File: src/hdl/chm_ram.sv
// Generic single-write, single-read RAM with registered read data.
module chm_ram #(
   parameter int WIDTH = 8,
   parameter int DEPTH = 256
) (
   input  logic                                  clock,
   input  logic                                  wr_en,
   input  logic [(DEPTH > 1 ? $clog2(DEPTH) : 1)-1:0] wr_addr,
   input  logic [WIDTH-1:0]                      wr_data,
   input  logic [(DEPTH > 1 ? $clog2(DEPTH) : 1)-1:0] rd_addr,
   output logic [WIDTH-1:0]                      rd_data
);
   logic [WIDTH-1:0] mem [DEPTH];
   logic [WIDTH-1:0] rd_data_ff;

   always_ff @(posedge clock) begin
      if (wr_en) begin
         mem[wr_addr] <= wr_data;
      end
      rd_data_ff <= mem[rd_addr];
   end

   assign rd_data = rd_data_ff;
endmodule

File: config.mk
export PLATFORM = sky130hd
export DESIGN_NAME = chm_ram
export DESIGN_NICKNAME = d
export VERILOG_FILES = /design/src/hdl/chm_ram.sv
export SDC_FILE = /design/constraint.sdc
export NUM_CORES = 2
export LEC_CHECK = 0
export ABC_CLOCK_PERIOD_IN_PS = 4800
export BUFFER_PORTS_ARGS = -buffer_cell sky130_fd_sc_hd__clkbuf_2
export CAP_MARGIN = 10
export CORE_ASPECT_RATIO = 1.2
export CORE_MARGIN = 1
export CORE_UTILIZATION = 58
export DETAILED_ROUTE_END_ITERATION = 7
export PLACE_DENSITY = 0.81
export SYNTH_ARGS = -nofsm -noshare
export SYNTH_HDL_FRONTEND = slang
export SYNTH_SLANG_ARGS = --single-unit
File: constraint.sdc
create_clock -name clock -period 4.8 [get_ports clock]
set_input_delay 0.72 -clock clock [delete_from_list [all_inputs] [get_ports clock]]
set_output_delay 0.72 -clock clock [all_outputs]
set_load 0.01 [all_outputs]
==> out/results.ini <==
[timing]
setup_violations=0
drv_slew=0
max_freq_mhz=267
worst_slack_ns=1.06
post-route-period-util=0.779
skew_ns=0.0253
hold_slack_ns=0.312
hold_violations=0
finalSetupTns_ns=0
tightestPinTransition_ns=1.28
slew_headroom=0.146
fin_crit_ns=3.74
rsz0062_at_grt=false

[clocking]
cts_setup_buffers=0
cts_buffers=180
cts_sinks=2056
hold_buffers=0
cts_max_path_buffers=3
root_buffer=clkbuf_16
cts_tree=built
postCtsResizedCells=0
cts.reportedPaths.clkPinSlew_ns=0.07
clock_latency_ns=0.83
htreeDepth=4

[critical_path]
critPathRequiredTime_ns=5.51
r2r_start=mem[130][1]
worst_setup_path_end_kind=flop
ff2ff_path_depth=6
reg2reg_slack_ns=1.84
r2r_end=rd_data[1]
cp_max_fo=99
crit_path_start_kind=input pin
path_class=in2reg
worstPathArrival_ns=4.45

[place]
pre_cts_ws_ns=0.660
gp_congestion=0.927
placed_area_um2=82500
dp.cells=5539
dp_hpwl_um=119000
io_buffers=33

[pwr]
peakVddDrop_mv=0.418
power.internal_mw=28.2
combPwrFrac=0.050
switching_share=0.214
seqPwrFrac=0.552
pwr-share-clk=0.398
leakage_nw=27.3
p_sw_mw=7.69
p_per_area_nw_per_um2=407
power_mw=35.9

[logic_synthesis]
synth_edf_count=2048
ys_seq_area_frac=0.775
syn_inst=3733
synthFlopType=edfxtp_1
ys_seq_elements=2056
yosysUniqueCellTypes=55
syn_area_um2=79600
async_flop_share=0
ys_warn_count=0
syn_nets=3759
postSynthAreaPerCell_um2=21.3

[floorplan]
die_area_um2=139000
std_cell_rows=148
die_y_um=408
num_io_pins=34
initial_core_util=0.585
die_w_um=340
core_region_area_um2=136000

[layout]
post-route-util=0.649
layout_commonest_cell=edfxtp_1
fin_area_um2=88200
fin_cells=5874
fin_nets=3947
drive_above_1_share=0.234
mostFrequentLayoutCells=edfxtp_1 (2,048), mux4_2 (454), nor2_1 (279)
area_delta_synth_final_pct=10.9

[routing]
avgRoutedWirePerCell_um=34.4
routed_wl_um=202000
first_pass_iters=6
viasPerCell=6.95
drc=0
antenna_left=0
vias=40800
drt_iter0_markers=6109

[hold_path]
worstHoldPathType=in2reg
holdPathEnd=mem[192][1]
whs_path_depth=1
worst_hold_startpoint=wr_data[1]

[global_route]
grt.total_usage=0.294
grt_max_degree=186
antenna_found_initial=13
grt_pass1_wl_um=290000
gr-total-overflow=0
grt_pass1_vias=41500

[status]
status=finished, final reports clean

[run]
drv_cap=0

## critical path, cell delays in order
cell and delay (ns):
buf_8 0.60, buf_12 0.49, mux4_2 0.34, o22a_1 0.14
o21ai_0 0.10, a2111oi_1 1.01, nor3_1 0.41, nor4_1 0.39
## final cells by class
type | instances | area [um2]
inverter | 2 | 7.51
fill | 8255 | 47700
multi-input combinational | 1442 | 16500
timing repair buffer | 239 | 2060
clock buffer | 230 | 4760
tap | 1800 | 2250
sequential | 2056 | 61700
antenna | 7 | 17.5
clock inverter | 98 | 966
## cell usage after synthesis, drive strengths merged, types with 31 or more instances
cell type / count / area, um2
a21oi: 96 / 480
a22oi: 133 / 998
buf: 122 / 1030
clkbuf: 111 / 417
edfxtp: 2048 / 61500
mux2i: 134 / 1340
mux4: 456 / 10300
nand2: 33 / 124
nand3: 34 / 170
nor2: 282 / 1060
nor2b: 31 / 194
o221ai: 47 / 418
## logic make-up (layout without fill, tap and decap cells)
| group | after synthesis | count (layout) | synth area share |
|---|---|---|---|
| compound gates | 385 | 385 | 0.0342 |
| buf+inv | 235 | 569 | 0.0183 |
| flops | 2056 | 2056 | 0.775 |
| mux | 591 | 591 | 0.146 |
| other cells | 0 | 7 | 0 |
| simple gates | 466 | 466 | 0.0263 |
## power by group through the flow
| stage | clock [mW] | combinational [mW] | sequential, mW |
|---|---|---|---|
| global route | 14.9 | 1.85 | 19.8 |
| global placement | 0 | 1.69 | 20.2 |
| detailed placement | 0 | 1.74 | 20.2 |
| finish | 14.3 | 1.80 | 19.8 |
| floorplan | 0 | 0.961 | 20.2 |
| CTS | 14.3 | 1.77 | 19.8 |
## per-layer routing
layer,global-route usage,up-vias,share of wire
li1,-,16000,-
met1,0.360,20800,0.32
met2,0.478,3230,0.49
met3,0.0673,760,0.12
met4,0.178,12,0.071
met5,0,-,0.00039
## flip-flops by register name, indices dropped and copies added, names as in the netlist
name and flops:
mem 2048, rd_data 8
## worst max-delay path by stage
stage	startpoint	end	cells past startpoint
2_1_floorplan	rd_addr[0]	rd_data[2]	9
3_3_place_gp	rd_addr[1]	rd_data[4]	7
3_5_place_dp	rd_addr[1]	rd_data[0]	9
4_1_cts	rd_addr[1]	rd_data[1]	8
5_1_grt	rd_addr[1]	rd_data[1]	8
6_report	rd_addr[1]	rd_data[1]	8
Note: power is estimated with default switching activity, not from simulation.
