**config.mk**
```make
export PLATFORM = sky130hd
export DESIGN_NAME = chm_mod_unit
export DESIGN_NICKNAME = d
export VERILOG_FILES = /design/src/hdl/chm_pkg.sv /design/src/hdl/chm_mod_unit.sv
export SDC_FILE = /design/constraint.sdc
export NUM_CORES = 1
export LEC_CHECK = 0
export BUFFER_PORTS_ARGS = -buffer_cell sky130_fd_sc_hd__buf_2
export CORE_MARGIN = 2
export CORE_UTILIZATION = 46
export CTS_BUF_LIST = sky130_fd_sc_hd__clkbuf_8 sky130_fd_sc_hd__clkbuf_16
export DETAILED_ROUTE_END_ITERATION = 10
export HOLD_SLACK_MARGIN = 0.05
export RECOVER_POWER = 50
export SETUP_SLACK_MARGIN = 0.3
export SLEW_MARGIN = 10
export SYNTH_ARGS = -nofsm -noshare
export SYNTH_HDL_FRONTEND = slang
export SYNTH_SLANG_ARGS = --single-unit
```
**constraint.sdc**
```tcl
create_clock -name clock -period 13.8 [get_ports clock]
set_input_delay 2.07 -clock clock [delete_from_list [all_inputs] [get_ports clock]]
set_output_delay 2.07 -clock clock [all_outputs]
set_load 0.005 [all_outputs]
```
**src/hdl/chm_pkg.sv**
```systemverilog
// Shared types and constants for the chained hash map.
package chm_pkg;

   localparam int KEY_W = 31;
   localparam int VAL_W = 31;
   localparam int ACT_W = 2;

   // Action codes
   localparam logic [ACT_W-1:0] ACT_PUT    = 2'd0;
   localparam logic [ACT_W-1:0] ACT_GET    = 2'd1;
   localparam logic [ACT_W-1:0] ACT_REMOVE = 2'd2;

   // Bucket index reduction: reciprocal width, one bit above the key
   localparam int RECIP_W = KEY_W + 1;

   typedef enum logic [2:0] {
      ST_IDLE,
      ST_HASH,
      ST_HEAD,
      ST_WALK,
      ST_ALLOC,
      ST_LINK,
      ST_DONE
   } state_type;

endpackage

```
**src/hdl/chm_mod_unit.sv**
```systemverilog
// Key mod BUCKETS reduction by reciprocal multiplication, pipelined through key, product and remainder registers.
module chm_mod_unit #(
   parameter int BUCKETS = 31
) (
   input  logic                                        clock,
   input  logic                                        reset,
   input  logic                                        start,
   input  logic [chm_pkg::KEY_W-1:0]                   key_in,
   output logic                                        done,
   output logic [(BUCKETS > 1 ? $clog2(BUCKETS) : 1)-1:0] bucket
);
   import chm_pkg::*;

   localparam int BW  = (BUCKETS > 1) ? $clog2(BUCKETS) : 1;
   localparam int LG  = (BUCKETS > 1) ? $clog2(BUCKETS) : 0;
   localparam int SH  = KEY_W + LG;
   localparam int PRW = KEY_W + RECIP_W;
   // Rounded-up reciprocal; exact quotient for every key of KEY_W bits
   localparam logic [RECIP_W-1:0] RECIP =
      RECIP_W'(((64'd1 << SH) + 64'(BUCKETS) - 64'd1) / 64'(BUCKETS));

   logic [KEY_W-1:0] hkey_ff, hkey_in;
   logic [PRW-1:0]   prod_ff, prod_in;
   logic [BW-1:0]    rem_ff, rem_in;
   logic             stage1_ff, stage1_in;
   logic             stage2_ff, stage2_in;
   logic             done_ff, done_in;
   logic [KEY_W-1:0] quot;
   logic [KEY_W-1:0] quot_mul;

   // Key capture, quotient product, then remainder
   always_comb begin
      hkey_in   = start ? key_in : hkey_ff;
      stage1_in = start;
      prod_in   = {{RECIP_W{1'b0}}, hkey_ff} * {{KEY_W{1'b0}}, RECIP};
      stage2_in = stage1_ff;
      quot      = KEY_W'(prod_ff >> SH);
      quot_mul  = KEY_W'(quot * KEY_W'(BUCKETS));
      rem_in    = BW'(hkey_ff - quot_mul);
      done_in   = stage2_ff;
   end

   always_ff @(posedge clock) begin
      if (reset) begin
         stage1_ff <= 1'b0;
         stage2_ff <= 1'b0;
         done_ff   <= 1'b0;
      end else begin
         stage1_ff <= stage1_in;
         stage2_ff <= stage2_in;
         done_ff   <= done_in;
      end
      hkey_ff <= hkey_in;
      prod_ff <= prod_in;
      rem_ff  <= rem_in;
   end

   assign done   = done_ff;
   assign bucket = rem_ff;
endmodule

```
==> results of run 1 <==
==> layout make-up <==
cell class                 instances  area (um^2)
inverter                         190          713
clock buffer                       5          125
fill                            1508         8140
sequential                        44         1190
tap                              220          275
clock inverter                     3         46.3
timing repair buffer              39          193
multi-input combinational        464         5720
==> state kept, by name, summed over array words and instances (netlist names) <==
name and cells:
hkey_ff 31, bucket 5, prod_ff 5, done 1, done_in 1, stage1_ff 1
==> critical path, stage by stage, from the launching register on <==
cell and delay (ps):
edfxtp_1 420, inv_1 70, ha_1 200, ha_1 160, or2_2 280, ha_1 300, fa_1 520, inv_1 50
fa_1 490, fa_1 550, inv_1 60, fa_1 500, ha_1 310, ha_1 340, o21ai_0 200, o21ai_1 90
a221o_1 350, a221oi_2 240, o21ai_1 90, a21oi_1 160, xnor2_1 80
==> placed cells by master (no fill, tap or decap), types with 2 or more instances in the layout <==
master and n:
fa_1 104, nor2_1 11, ha_1 217, dfxtp_1 13, a21oi_1 21, xnor2_1 19
xor2_1 3, edfxtp_1 31, a31oi_1 3, nor3_2 2, nor4_1 2, nor2b_1 4
clkbuf_1 2, nand2_1 13, o21ai_1 5, inv_1 190, a21o_1 6, buf_2 37
nand3_1 10, o21ai_0 6, or2_2 3, and3_1 3, clkbuf_16 5, o211ai_1 3
a211oi_1 3, nor3_1 2, nand4_1 5
==> cells by family (layout without fill, tap and decap cells) <==
logic type / count (synthesis) / count (layout) / synth area share, %
buf+inv: 190 / 237 / 9.35
fa+ha+maj: 321 / 321 / 62.9
xor+xnor: 22 / 22 / 2.53
compound gates: 61 / 61 / 5.41
simple gates: 60 / 60 / 4.20
flops: 44 / 44 / 15.6
==> stage by stage <==
| step | setup slack [ps] | utilization (%) | std cells | area, um^2 | hold slack, ps |
|---|---|---|---|---|---|
| floorplan | 8650 | - | 698 | 7630 | 414 |
| global placement | 8300 | 49.4 | 957 | 8100 | 422 |
| detailed placement | 8260 | 49.4 | 957 | 8100 | 434 |
| CTS | 8240 | 50.4 | 965 | 8270 | 449 |
| global route | 7860 | 50.4 | 965 | 8270 | 471 |
| finish | 8220 | 50.4 | 965 | 8270 | 446 |
==> Yosys cell counts, types with 2 or more instances <==
master / count / area share, %
inv_1: 190 / 9.4
fa_1: 104 / 27
a21oi_1: 21 / 1.4
a211oi_1: 3 / 0.30
o21ai_0: 6 / 0.39
and3_1: 3 / 0.25
or2_2: 3 / 0.25
a31oi_1: 3 / 0.25
nor2b_1: 4 / 0.33
nor3_1: 2 / 0.13
xnor2_1: 19 / 2.2
o211ai_1: 3 / 0.30
ha_1: 217 / 36
edfxtp_1: 31 / 12
dfxtp_1: 13 / 3.4
nand2_1: 13 / 0.64
a21o_1: 6 / 0.59
nand4_1: 5 / 0.41
nand3_1: 10 / 0.66
nor3_2: 2 / 0.26
xor2_1: 3 / 0.34
o21ai_1: 5 / 0.33
nor4_1: 2 / 0.16
nor2_1: 11 / 0.54
==> worst max path at each step <==
stage | start | end | cells past startpoint
finish | hkey_ff[29] | prod_ff[40] | 20
global route | hkey_ff[29] | prod_ff[40] | 20
CTS | hkey_ff[29] | prod_ff[37] | 19
detailed placement | hkey_ff[29] | prod_ff[37] | 19
global placement | hkey_ff[29] | prod_ff[37] | 19
floorplan | hkey_ff[29] | prod_ff[39] | 19
==> routing by layer <==
metal / vias to the layer above / wire (um) / GRT usage (%) / part of all wire (%)
met5: - / 0 / 0 / 0
met4: 0 / 300 / 5.08 / 1.9
met3: 18 / 737 / 3.14 / 4.7
met2: 91 / 7530 / 31.9 / 48
met1: 2329 / 7150 / 26.8 / 45
li1: 2373 / - / - / -
==> impl_metrics.env, run 1 <==
export IMPL_outcome="finished, violations left"
export IMPL_violations="max-capacitance violations, max-slew violations"
export IMPL_finalCritPeriodShare_pct=40.4
export IMPL_antenna_found_initial=0
export IMPL_cts_repair_resized=0
export IMPL_min_to="done"
export IMPL_syn_nets=1053
export IMPL_die_area_um2=17600
export IMPL_cts_buffer_depth=2
export IMPL_fp_coreArea_um2=16400
export IMPL_hold_path_startpoint="done_in"
export IMPL_root_buffer="clkbuf_16"
export IMPL_rsz0062_at_grt="no"
export IMPL_hp_class="reg -> reg"
export IMPL_cts_sinks=44
export IMPL_grt_pass1_vias=5337
export IMPL_finalClockSkew_ps=6.51
export IMPL_die_w_um=133
export IMPL_drt_wl_total_um=15700
export IMPL_dp_hpwl_um=14100
export IMPL_drt_iter0_drc=218
export IMPL_grt_overflow=0
export IMPL_syn_area_per_cell_um2=10.9
export IMPL_synth_cell_types=43
export IMPL_syn_inst=698
export IMPL_final_setup_tns_ps=0
export IMPL_worstPathArrival_ps=5760
export IMPL_die_y_um=133
export IMPL_portBuffers=39
export IMPL_hold_path_depth=1
export IMPL_drc=0
export IMPL_first_pass_iters=4
export IMPL_slew_headroom_pct=-20.7
export IMPL_crit_required_ps=13980
export IMPL_end_kind="register"
export IMPL_path_class="reg -> reg"
export IMPL_htreeDepth=2
export IMPL_synthesis_area_um2=7630
export IMPL_synth_seq_area_share_pct=15.6
export IMPL_r2r_end="prod_ff[40]"
export IMPL_slew_violations=33
export IMPL_grt_pass1_wl_um=26500
export IMPL_ff2ff_path_depth=20
export IMPL_areaGrowthSynthToFinish_pct=8.38
export IMPL_grt_max_degree=33
export IMPL_gp_congestion=0.939
export IMPL_cts_tree="yes"
export IMPL_max_freq_mhz=179
export IMPL_antennaDiodeCount=0
export IMPL_cts_made_buffers=5
export IMPL_finalCriticalPeriod_ps=5580
export IMPL_synth_edf_count=31
export IMPL_ant_nets=0
export IMPL_clkTransAtPathRegs_ps=70
export IMPL_worst_pin_slew_ps=1810
export IMPL_ys_ff_latch=44
export IMPL_hold_viol_final=0
export IMPL_yosysWarnings=0
export IMPL_initial_utilization_pct=46.5
export IMPL_start_kind="register"
export IMPL_nets=1099
export IMPL_drive_above_1_share_pct=7.52
export IMPL_clock_latency_ps=300
export IMPL_num_rows=47
export IMPL_worstReg2RegStart="hkey_ff[29]"
export IMPL_max_cap_violations=1
export IMPL_reg2reg_slack_ps=8220
export IMPL_grtUsageTotal_pct=19.4
export IMPL_worstPathMaxFanout=4
export IMPL_postCtsSetupBuffers=0
export IMPL_drt_vias_per_instance=4.99
export IMPL_wl_per_cell_um=16.3
export IMPL_ys_flop_type="edfxtp_1"
export IMPL_io_pins=40
export IMPL_cts_hold_buffers_added=0
export IMPL_async_flop_share_pct=0
export IMPL_setup_viol=0
export IMPL_via_count=4811
Power of run 1 is left out: the tool's default activity adds up to more than one toggle a clock period on the data nets, which glitch-free logic cannot reach.
==> run 2: changes to the inputs <==
--- a/config.mk
+++ b/config.mk
@@ -11,6 +11,7 @@
 export CTS_BUF_LIST = sky130_fd_sc_hd__clkbuf_8 sky130_fd_sc_hd__clkbuf_16
 export DETAILED_ROUTE_END_ITERATION = 10
 export HOLD_SLACK_MARGIN = 0.05
+export PLACE_DENSITY = 0.65
 export RECOVER_POWER = 50
 export SETUP_SLACK_MARGIN = 0.3
 export SLEW_MARGIN = 10
==> constraint.sdc (replaced) <==
create_clock -name clock -period 4.86 [get_ports clock]
set_input_delay 0.729 -clock clock [delete_from_list [all_inputs] [get_ports clock]]
set_output_delay 0.729 -clock clock [all_outputs]
set_load 0.005 [all_outputs]
==> run 2 against run 1 <==
  * The flow finishes with violations (max-capacitance violations, max-slew violations, negative setup slack)
  * Register-to-register slack lost 8500 ps
  * Highest routed layer unchanged
  * Global-route usage grew 1.2 points
  * Die area is the same
  * Clock skew grew 3.8 ps
  * Critical path type unchanged
  * Critical endpoint unchanged
  * Count of clock-buffer cells in the layout is the same
  * Core utilization grew 5.7 points
  * Hold slack gained 3.5 ps
  * Maximum frequency grew 7.9%
==> impl_metrics.env, run 2 (synthesized netlist as in run 1, its figures left out) <==
export IMPL_outcome="finished, violations left"
export IMPL_violations="max-capacitance violations, max-slew violations, negative setup slack"
export IMPL_reg2reg_slack_ps=-310
export IMPL_die_w_um=133
export IMPL_die_area_um2=17600
export IMPL_regMostFlops="hkey_ff"
export IMPL_path_delay_family="adder cells"
export IMPL_drt_vias_per_instance=5.00
export IMPL_fp_coreArea_um2=16400
export IMPL_hold_path_startpoint="done_in"
export IMPL_finalCriticalPeriod_ps=5170
export IMPL_drc=0
export IMPL_slew_violations=33
export IMPL_clkTransAtPathRegs_ps=70
export IMPL_cts_sinks=44
export IMPL_end_kind="register"
export IMPL_dpl_cell_count=1019
export IMPL_root_buffer="clkbuf_16"
export IMPL_slew_headroom_pct=-25.8
export IMPL_hold_viol_final=0
export IMPL_fin_ws_ps=-305
export IMPL_crit_buf_inv=4
export IMPL_worstPathArrival_ps=5350
export IMPL_final_cells=1033
export IMPL_die_y_um=133
export IMPL_final_common_cell="ha_1"
export IMPL_worstPathMaxFanout=4
export IMPL_num_rows=47
export IMPL_drt_wl_total_um=17000
export IMPL_finalCritPeriodShare_pct=106
export IMPL_max_freq_mhz=194
export IMPL_nets=1167
export IMPL_wl_per_cell_um=16.5
export IMPL_hp_class="reg -> reg"
export IMPL_slowest_delay_ps=580
export IMPL_final_cell_mix="ha_1 (192), inv_1 (182), fa_1 (99)"
export IMPL_areaGrowthSynthToFinish_pct=20.7
export IMPL_drive_above_1_share_pct=22.3
export IMPL_grt_max_degree=33
export IMPL_finalClockSkew_ps=10.3
export IMPL_io_pins=40
export IMPL_ff2ff_path_depth=18
export IMPL_cpMaxStageDelayCell="fa_1"
export IMPL_setup_viol=5
export IMPL_antenna_found_initial=0
export IMPL_rsz0062_at_grt="yes"
export IMPL_grtUsageTotal_pct=20.6
export IMPL_ant_nets=0
export IMPL_cts_tree="yes"
export IMPL_cts_buffer_depth=2
export IMPL_dp_hpwl_um=15200
export IMPL_gp_congestion=0.938
export IMPL_grt_pass1_wl_um=27900
export IMPL_first_pass_iters=4
export IMPL_via_count=5161
export IMPL_hold_path_depth=1
export IMPL_max_cap_violations=1
export IMPL_crit_required_ps=5040
export IMPL_initial_utilization_pct=46.5
export IMPL_worstReg2RegStart="hkey_ff[23]"
export IMPL_clock_latency_ps=300
export IMPL_start_kind="register"
export IMPL_worstPathCellList="buf_4 > buf_4 > ha_1 > fa_1 > fa_1 > inv_1 > fa_1 > inv_1 > fa_1 > ha_4 > ha_4 > nand3_4 > nor2_1 > a221o_1 > a221oi_2 > o21ai_1 > a21oi_2 > xnor2_1"
export IMPL_antennaDiodeCount=0
export IMPL_r2r_end="prod_ff[40]"
export IMPL_largest_reg_flops=31
export IMPL_htreeDepth=2
export IMPL_cp_common_cell="fa_1"
export IMPL_worst_pin_slew_ps=1890
export IMPL_portBuffers=39
export IMPL_grt_pass1_vias=5619
export IMPL_path_class="reg -> reg"
export IMPL_grt_overflow=0
export IMPL_cts_made_buffers=5
export IMPL_path_depth=18
export IMPL_min_to="done"
export IMPL_drt_iter0_drc=159
[run 2: cell types whose count changed in the layout (fill, tap and decap cells not counted), moves of 7 or more]
cell / before / now
inv_1: 190 / 182
inv_2: 0 / 7
ha_4: 0 / 23
buf_4: 0 / 68
ha_1: 217 / 192
[run 2: how the worst max path moves through the flow]
stage / from / end
global route: hkey_ff[29] / prod_ff[40]
global placement: hkey_ff[30] / prod_ff[37]
CTS: hkey_ff[30] / prod_ff[40]
floorplan: hkey_ff[24] / prod_ff[39]
detailed placement: hkey_ff[30] / prod_ff[39]
finish: hkey_ff[23] / prod_ff[40]
[run 2: what timing repair did]
action,CTS,global route
setup endpoints to repair,5,5
setup buffers,5,1
resized for setup,12,11
hold buffers,0,0
pin swaps,19,8
[run 2: cell type report]
cell class	instances	area [um^2]
Sequential cell	44	1190
Tap cell	220	275
Inverter	190	716
Multi-Input combinational cell	464	6150
Clock inverter	3	46.3
Timing Repair Buffer	107	703
Fill cell	1415	7200
Clock buffer	5	125
[run 2: per-layer routing]
| layer | vias to the layer above | track usage [%] | wire length (um) |
|---|---|---|---|
| li1 | 2515 | - | - |
| met1 | 2559 | 28.1 | 7960 |
| met2 | 65 | 34.8 | 8210 |
| met3 | 22 | 2.45 | 529 |
| met4 | 0 | 5.56 | 349 |
| met5 | - | 0 | 0 |
[run 2: per-stage QoR]
stage / setup TNS (ps) / hold slack (ps) / worst slack [ps] / cell area [um^2] / util [%]
6_report: -1250 / 450 / -305 / 9210 / 56.1
5_1_grt: -2260 / 462 / -511 / 9210 / 56.1
4_1_cts: -1250 / 451 / -293 / 9160 / 55.8
3_5_place_dp: -1510 / 431 / -389 / 8870 / 54.0
3_3_place_gp: -1070 / 422 / -270 / 8870 / 54.0
2_1_floorplan: -92.5 / 414 / -67.2 / 7930 / -
Power of run 2 is left out for the same reason.
==> run 3: changes to the inputs <==
--- a/config.mk
+++ b/config.mk
@@ -7,11 +7,11 @@
 export LEC_CHECK = 0
 export BUFFER_PORTS_ARGS = -buffer_cell sky130_fd_sc_hd__buf_2
 export CORE_MARGIN = 2
-export CORE_UTILIZATION = 46
+export CORE_UTILIZATION = 55
 export CTS_BUF_LIST = sky130_fd_sc_hd__clkbuf_8 sky130_fd_sc_hd__clkbuf_16
 export DETAILED_ROUTE_END_ITERATION = 10
 export HOLD_SLACK_MARGIN = 0.05
-export PLACE_DENSITY = 0.65
+export PLACE_DENSITY = 0.76
 export RECOVER_POWER = 50
 export SETUP_SLACK_MARGIN = 0.3
 export SLEW_MARGIN = 10
==> run 3 against run 2 <==
  * The flow still finishes with violations (max-capacitance violations, max-slew violations, negative setup slack)
  * Non-clock buffer count down 4
  * Cell count is 4.3% lower
  * Sequential share of layout area grew 0.21 points
==> impl_metrics.env, run 3 (synthesized netlist as in run 1, its figures left out) <==
export IMPL_portBuffers=39
export IMPL_final_core_util_pct=66.1
export IMPL_gp_congestion=0.942
export IMPL_antennaDiodeCount=0
export IMPL_grtUsageTotal_pct=24.8
export IMPL_clkTransAtPathRegs_ps=70
export IMPL_rsz0062_at_grt="yes"
export IMPL_final_cell_mix="ha_1 (195), inv_1 (181), fa_1 (99)"
export IMPL_hold_viol_final=0
export IMPL_drive_above_1_share_pct=21.3
export IMPL_antenna_found_initial=0
export IMPL_worstPathArrival_ps=5440
export IMPL_grt_overflow=0
export IMPL_grt_pass1_vias=5822
export IMPL_dp_worst_setup_slack_ps=-370
export IMPL_num_rows=43
export IMPL_fp_coreArea_um2=13700
export IMPL_path_delay_family="adder cells"
export IMPL_cts_tree="yes"
export IMPL_crit_required_ps=5040
export IMPL_setup_viol=5
export IMPL_grt_max_degree=33
export IMPL_drt_iter0_drc=166
export IMPL_grt_pass1_wl_um=27700
export IMPL_slew_violations=33
export IMPL_outcome="finished, violations left"
export IMPL_hp_class="reg -> reg"
export IMPL_finalCritPeriodShare_pct=108
export IMPL_root_buffer="clkbuf_16"
export IMPL_slew_headroom_pct=-7.21
export IMPL_path_class="reg -> reg"
export IMPL_die_w_um=122
export IMPL_cts_buffer_depth=2
export IMPL_end_kind="register"
export IMPL_cts_made_buffers=5
export IMPL_violations="max-capacitance violations, max-slew violations, negative setup slack"
export IMPL_die_y_um=122
export IMPL_final_common_cell="ha_1"
export IMPL_die_area_um2=14800
export IMPL_regMostFlops="hkey_ff"
export IMPL_htreeDepth=2
export IMPL_ant_nets=0
export IMPL_worst_pin_slew_ps=1610
export IMPL_first_pass_iters=4
export IMPL_drt_wl_total_um=17000
export IMPL_start_kind="register"
export IMPL_cts_sinks=44
export IMPL_max_cap_violations=1
export IMPL_worstPathCellList="ha_4 > ha_1 > or2_4 > ha_4 > fa_1 > inv_2 > fa_2 > fa_2 > inv_1 > fa_2 > ha_4 > ha_4 > nand2_2 > buf_6 > nor4_4 > nand2b_1 > nor4_2 > a211oi_2 > xnor2_1"
export IMPL_max_freq_mhz=190
export IMPL_drt_vias_per_instance=5.28
export IMPL_worstPathMaxFanout=4
export IMPL_clock_latency_ps=300
export IMPL_drc=0
export IMPL_areaGrowthSynthToFinish_pct=18.8
export IMPL_cp_common_cell="ha_4"
export IMPL_largest_reg_flops=31
export IMPL_wl_per_cell_um=17.2
export IMPL_io_pins=40
export IMPL_initial_utilization_pct=55.6
export IMPL_cpMaxStageDelayCell="fa_2"
export IMPL_nets=1163
export IMPL_finalCriticalPeriod_ps=5260
export IMPL_finalClockSkew_ps=5.03
export IMPL_crit_buf_inv=3
export IMPL_fin_ws_ps=-396
export IMPL_slowest_delay_ps=580
export IMPL_via_count=5223
export IMPL_dp_hpwl_um=15300
-- run 3: cell types whose count changed in the layout (fill, tap and decap cells not counted), sizes merged --
cell / previous run / this run
buf: 105 / 101
-- run 3: metrics by stage --
step / hold WS, ps / area [um^2] / cells / TNS [ps]
6_report: 446 / 9060 / 989 / -1790
5_1_grt: 483 / 9060 / 989 / -2680
4_1_cts: 452 / 9020 / 986 / -1420
3_5_place_dp: 429 / 8790 / 975 / -1520
3_3_place_gp: 422 / 8790 / 975 / -1020
2_1_floorplan: 414 / 7930 / 698 / -92.5
-- run 3: routing by layer --
layer / up-vias / track usage, % / routed length [um]
met4: 0 / 8.62 / 546
met3: 45 / 4.59 / 740
li1: 2507 / - / -
met1: 2561 / 31.7 / 7390
met2: 110 / 42.4 / 8290
met5: - / 0 / 0
-- run 3: cell type report --
| class | instances | area, um^2 |
|---|---|---|
| Multi-Input combinational cell | 464 | 6080 |
| Fill cell | 1060 | 4650 |
| Sequential cell | 44 | 1190 |
| Inverter | 190 | 716 |
| Timing Repair Buffer | 103 | 677 |
| Tap cell | 180 | 225 |
| Clock buffer | 5 | 125 |
| Clock inverter | 3 | 46.3 |
-- run 3: timing repair --
action / 4_1_cts / 5_1_grt
hold endpoints to repair: 0 / 0
hold buffers: 0 / 0
resized for setup: 9 / 9
pin swaps: 13 / 6
endpoints found under the setup margin: 5 / 5
setup buffers: 3 / 3
-- run 3: worst paths after layout --
path | start | end | slack [ps] | cells after the start
hold reg to reg | stage1_ff | done_in | 450 | 1
hold / removal | stage1_ff | done_in | 450 | 1
setup / recovery | hkey_ff[30] | prod_ff[37] | -400 | 19
setup reg to reg | hkey_ff[30] | prod_ff[37] | -400 | 19
-- run 3: worst reg2reg max path, stage by stage, from the launching register on --
cell and delay (ps):
edfxtp_1 460, ha_4 190, ha_1 170, or2_4 240, ha_4 270, fa_1 420
inv_2 80, fa_2 440, fa_2 530, inv_1 60, fa_2 580, ha_4 220
ha_4 290, nand2_2 80, buf_6 130, nor4_4 300, nand2b_1 160, nor4_2 310
a211oi_2 70, xnor2_1 140
Power of run 3 is left out for the same reason.
